[config.mk]
export PLATFORM = sky130hd
export DESIGN_NAME = msc_cell
export DESIGN_NICKNAME = d
export VERILOG_FILES = /design/src/hdl/msc_pkg.sv /design/src/hdl/msc_cell.sv
export SDC_FILE = /design/constraint.sdc
export NUM_CORES = 1
export LEC_CHECK = 0
export BUFFER_PORTS_ARGS = -buffer_cell sky130_fd_sc_hd__buf_2
export CORE_ASPECT_RATIO = 1.4
export CORE_MARGIN = 2
export CORE_UTILIZATION = 35
export DETAILED_ROUTE_END_ITERATION = 12
export PLACE_DENSITY = 0.76
export SLEW_MARGIN = 20
export SYNTH_ARGS = -nofsm -noshare
export SYNTH_HDL_FRONTEND = slang
export SYNTH_SLANG_ARGS = --single-unit
[constraint.sdc]
create_clock -name clk -period 1.4 [get_ports clk]
set_clock_uncertainty 0.2 [all_clocks]
set_input_delay 0.07 -clock clk [delete_from_list [all_inputs] [get_ports clk]]
set_output_delay 0.07 -clock clk [all_outputs]
set_load 0.05 [all_outputs]
[src/hdl/msc_pkg.sv]
// shared types and codes of the mark stack cycle detector
package msc_pkg;

    localparam int OBJ_W   = 32;
    localparam int DEPTH_W = 9;

    // command codes of an input beat
    typedef enum logic [1:0] {
        CMD_PUSH  = 2'd0,
        CMD_CHECK = 2'd1,
        CMD_MARK  = 2'd2,
        CMD_POP   = 2'd3
    } cmd_t;

    // status codes of a result beat
    typedef enum logic [1:0] {
        ST_OK       = 2'd0,
        ST_INACTIVE = 2'd1,
        ST_FULL     = 2'd2,
        ST_NOMARK   = 2'd3
    } status_t;

    // sequencer states
    typedef enum logic [2:0] {
        S_IDLE,
        S_START,
        S_SCAN,
        S_POP,
        S_EMIT
    } state_t;

    // shift operation applied to the whole row of cells
    typedef enum logic [1:0] {
        OP_HOLD,
        OP_PUSH,
        OP_POP
    } shift_op_t;

    // control broadcast to every cell
    typedef struct packed {
        shift_op_t          op;
        logic [OBJ_W-1:0]   key;
    } cell_ctl_t;

    // search token handed from cell to cell
    typedef struct packed {
        logic valid;
        logic hit;
    } token_t;

endpackage

[src/hdl/msc_cell.sv]
// one stack cell: holds one entry, shifts with its neighbors, passes the search token
module msc_cell #(
    parameter int CW  = 9,
    parameter int IDX = 0
) (
    input  logic                        clk,
    input  logic                        rst_n,
    input  msc_pkg::cell_ctl_t          ctl,
    input  logic [CW-1:0]               count,
    input  logic [msc_pkg::OBJ_W-1:0]   above,
    input  logic [msc_pkg::OBJ_W-1:0]   below,
    output logic [msc_pkg::OBJ_W-1:0]   entry,
    input  msc_pkg::token_t             tok_in,
    output msc_pkg::token_t             tok_out
);

    logic [msc_pkg::OBJ_W-1:0] entry_reg;
    logic [msc_pkg::OBJ_W-1:0] entry_next;
    msc_pkg::token_t           tok_reg;
    msc_pkg::token_t           tok_next;
    logic                      live;

    // this cell holds a stored entry
    assign live = (CW'(IDX) < count);

    // entry moves down on push, up on pop
    always_comb
    begin
        case (ctl.op)
            msc_pkg::OP_PUSH: entry_next = above;
            msc_pkg::OP_POP:  entry_next = below;
            default:          entry_next = entry_reg;
        endcase
    end

    always_ff @(posedge clk)
    begin
        entry_reg <= entry_next;
    end

    // token picks up a match against the broadcast key
    always_comb
    begin
        tok_next.valid = tok_in.valid;
        tok_next.hit   = tok_in.hit | (tok_in.valid & live & (entry_reg == ctl.key));
    end

    always_ff @(posedge clk or negedge rst_n)
    begin
        if (!rst_n)
        begin
            tok_reg <= '0;
        end
        else
        begin
            tok_reg <= tok_next;
        end
    end

    assign entry   = entry_reg;
    assign tok_out = tok_reg;

endmodule

### Word level (Yosys, flattened, before mapping)

Cells that the tools add are included.

* flip-flop bits (word level): 34
* input bits: 111
* word-level logic and storage cells: 12

* $lt $le $gt $ge: 1
* equal/unequal tests: 3
* mux-type cells: 1
* bitwise gates (word level): 3
* reductions and logical operators: 1

Operators with widths (count)
* $pmux 32 s2: 1
* $eq 32x32->1: 1
* $lt 1x9->1 const A: 1
* $and 1x1->1: 2
* $eq 2x1->1 const B: 1
* $eq 2x2->1 const B: 1
* $reduce_bool 2->1: 1
* $or 1x1->1: 1

### Depth between registers and ports, before layout

* depth in word-level cells: 4
* mapped depth: 5

### Least setup slack after synthesis

OpenSTA, ideal clock, no wires.

* kind: register -> register
* start point: register entry_reg (netlist bit entry[18])
* end point: register tok_reg (netlist bit tok_out[0])
* library setup time: 0.066 ns
* arrival: 1.355 ns
* data required time: 1.134 ns
* slack: -0.221 ns
* cell stages (with the launch flop): 5
* buffers on the path: 0
* cell sequence: edfxtp_1 -> xor2_1 -> nor4_1 -> and3_1 -> a31o_1

RTL lines
* start: declaration: line msc_cell.sv:17 `logic [msc_pkg::OBJ_W-1:0] entry_reg;`
* start signal: assignment: line msc_cell.sv:38 `entry_reg <= entry_next;`
* end signal: assignment: line msc_cell.sv:56 `tok_reg <= tok_next;`
* end: declaration: line msc_cell.sv:19 `msc_pkg::token_t tok_reg;`

==> flow_summary.yaml <==
detailed_routing:
  drtPass1Iterations: 4
  wire_per_inst_um: 16.14
  route.detailed.drc: 0
  ant_nets: 0
  drtIter0Drc: 38
  via_count: 1855
  viasPerCell: 4.524
  routed_wl_um: 6619
finish:
  fillers: 340
  utilization_pct: 71.36
  drive_gt1_share_pct: 56.81
  largest_reg_flops: 32
  final-seq-area_mm2: 0.001011
  multi_input_area_um2: 785.8
  areaGrowthSynthToFinish_pct: 93.80
  fin_nets: 456
setup_path:
  startpoint_type: "flop"
  worst-path-max-fanout: 2
  required_ns: 1.42
  r2r_slack_ns: -0.15
  r2r-start: "entry[25]"
  cp_data_arrival_time_ns: 1.58
  path_class: "flop to flop"
  cp_cell_sequence: "xnor2_1, nand4_1, nor4_2, buf_4, a31o_1"
  endpoint_kind: "flop"
  reg2reg_depth: 5
  cpPeakStageDelay_ns: 0.40
  critical_path_buf_inv_count: 1
  slowest_stage: "edfxtp_1"
  r2r_end: "tok_out[0]"
  cp_top_family: "simple AND/OR/NAND/NOR gates"
outcome:
  failed_checks: "setup timing"
  status: "finished, violations left"
floorplan:
  chipWidth_um: 64.56
  start_util_pct: 36.82
  rows: 30
  core_mm2: 0.004880
  dieArea_mm2: 0.005731
  die_y_um: 88.78
  ios: 145
placement:
  gp_congestion: 0.6684
  dpl.hpwl_um: 3944
  portBuffers: 144
worst_hold_path:
  whs_endpoint: "tok_out[0]"
  worstHoldPathCells: 5
  hp-class: "input pin to flop"
  min_from: "ctl[12]"
global_routing:
  gr-usage-all-layers_pct: 23.18
  grt_pass1_wl_um: 9715
  grt_pass1_vias: 2097
  grt_max_degree: 20
  overflow: 0
  antenna_found_initial: 0
clock_network:
  cts_made_buffers: 5
  clk_pin_slew_ns: 0.07
  clkLatencyLatePin_ns: 0.29
  htreeDepth: 2
  clockBufferDepth: 2
  clock-sinks: 34
  cts_tree: "yes"
  cts-root-buf: "clkbuf_8"
yosys:
  synth_compound_area_share_pct: 0.4875
  synth_xor_area_share_pct: 15.60
  seq_area_frac_synth_pct: 56.27
  synthMuxAreaShare_pct: 20.06
  ys_types: 18
  syn_area_mm2: 0.001797
  synth_cells: 120
  synth_nets: 232
  ys_warn_count: 0
  synth_fa_ha_area_share_pct: 0.6964
  synthTopCellsByArea: "edfxtp_1, mux2_2, xnor2_1"
  syn_avg_cell_area_um2: 14.97
  synth_top_family_by_area: "multiplexers"
  synth_area_leader_cell: "edfxtp_1"
  synth_top_area_share_pct: 53.48
  synth-simple-area-share_pct: 5.432
  synth_seq_cells: 34
sta:
  worst_slack_ns: -0.1525
  fin_crit_ns: 1.553
  rsz0062_at_grt: "true"
  timing.fmax_mhz: 644.1
  setup_viol: 1
  fin_hold_ws_ns: 0.1039
  slew_viol_final: 0
  tightest_slew_ns: 0.2665
  finalCritPeriodShare_pct: 110.9
  slew_headroom_pct: 82.35
  hold_viol: 0
power_and_ir_drop:
  seqPwrFrac_pct: 40.3
  power_density_mw_per_mm2: 984.8
  power.share.switching_pct: 36.33
  vdd_ir_drop_max_v: 0.0007591
  p_clk_share_pct: 20.6
  leakagePower_nw: 1.517
  p_switching_mw: 1.246
  p_comb_share_pct: 39.1
  internal_power_mw: 2.183
run:
  cap_violations: 0
[per-layer routing]
layer	routed length, um	track usage (%)
met5	0	0
met4	163	9.284
met3	435	5.852
met2	3975	49.34
met1	2045	19.77
[power by group through the flow]
stage / Combinational, mW / Sequential, mW / Clock (mW)
2_1_floorplan: 0.283 / 1.88 / 0
3_5_place_dp: 1.17 / 1.40 / 0
6_report: 1.34 / 1.38 / 0.705
3_3_place_gp: 1.16 / 1.39 / 0
4_1_cts: 1.33 / 1.38 / 0.713
5_1_grt: 1.41 / 1.40 / 0.765
[kinds of logic (layout without fill, tap and decap cells)]
group,Yosys count,after routing
AOI/OAI and AO/OA,1,1
xor gates and xnor gates,32,32
adders and majority gates,1,1
buffers and inverters,6,231
DFF,34,34
muxes,32,32
other,0,1
and+or+nand+nor,14,14
[stage by stage]
stage          setup TNS [ns]  instance area (um2)  setup slack, ns  power [mW]  std cells
3_3_place_gp          -0.1181                 2693          -0.1181       2.550        332
4_1_cts               -0.1273                 3472          -0.1273       3.418        409
3_5_place_dp          -0.1747                 2693          -0.1397       2.568        332
5_1_grt               -0.2307                 3480          -0.2307       3.572        409
6_report              -0.1525                 3482          -0.1525       3.429        410
2_1_floorplan         -0.2209                 1826          -0.2209       2.167        120
[worst max-delay path by stage]
stage,depth (start not counted),to,start
final,5,tok_out[0],entry[25]
after global routing,5,tok_out[0],entry[25]
after CTS,5,tok_out[0],entry[16]
after detailed placement,5,tok_out[0],count[5]
after global placement,5,tok_out[0],count[5]
after floorplan,4,tok_out[0],entry[18]
[final cells by class]
cell class | count | share of cell area, %
Sequential cell | 34 | 29.03
Multi-Input combinational cell | 80 | 22.57
Timing Repair Buffer | 221 | 43.26
Clock buffer | 5 | 1.976
Clock inverter | 3 | 0.4671
Antenna cell | 1 | 0.07186
Tap cell | 64 | 2.300
Inverter | 2 | 0.3234
[cells in the mapped netlist]
master and n:
or4_4 1, nand3_1 1, xnor2_1 28, nor4_1 3
buf_2 3, mux2_1 2, nor4_2 1, ha_1 1
and3_1 1, or3_1 1, edfxtp_1 32, dfrtp_1 2
xor2_1 4, a31o_1 1, inv_1 2, clkbuf_1 1
nand4_1 6, mux2_2 30
[worst reg2reg max path, stage by stage (launching register included)]
cell	delay (ns)
edfxtp_1	0.40
xnor2_1	0.18
nand4_1	0.14
nor4_2	0.30
buf_4	0.16
a31o_1	0.12
[what timing repair did]
item	CTS	global route
pin swaps	0	1
hold endpoints to repair	36	0
resized for setup	1	1
hold buffers	68	0
setup endpoints to repair	1	1
buffers inserted	1	0
[placed cells by master (no fill, tap or decap)]
| master | instances |
|---|---|
| edfxtp_1 | 32 |
| nand4_1 | 6 |
| clkinvlp_4 | 2 |
| inv_1 | 1 |
| clkinv_2 | 1 |
| clkbuf_8 | 5 |
| and3_1 | 1 |
| nor4_1 | 2 |
| a31o_1 | 1 |
| nand3_1 | 1 |
| xnor2_2 | 1 |
| xor2_1 | 4 |
| clkinv_1 | 1 |
| or3_1 | 1 |
| dfrtp_1 | 2 |
| xnor2_1 | 27 |
| or4_4 | 1 |
| buf_12 | 3 |
| buf_4 | 6 |
| nor4_2 | 2 |
| diode_2 | 1 |
| buf_2 | 144 |
| mux2_1 | 2 |
| dlygate4sd3_1 | 68 |
| ha_4 | 1 |
| mux2_2 | 30 |
Power figures use the tool's default switching activity.
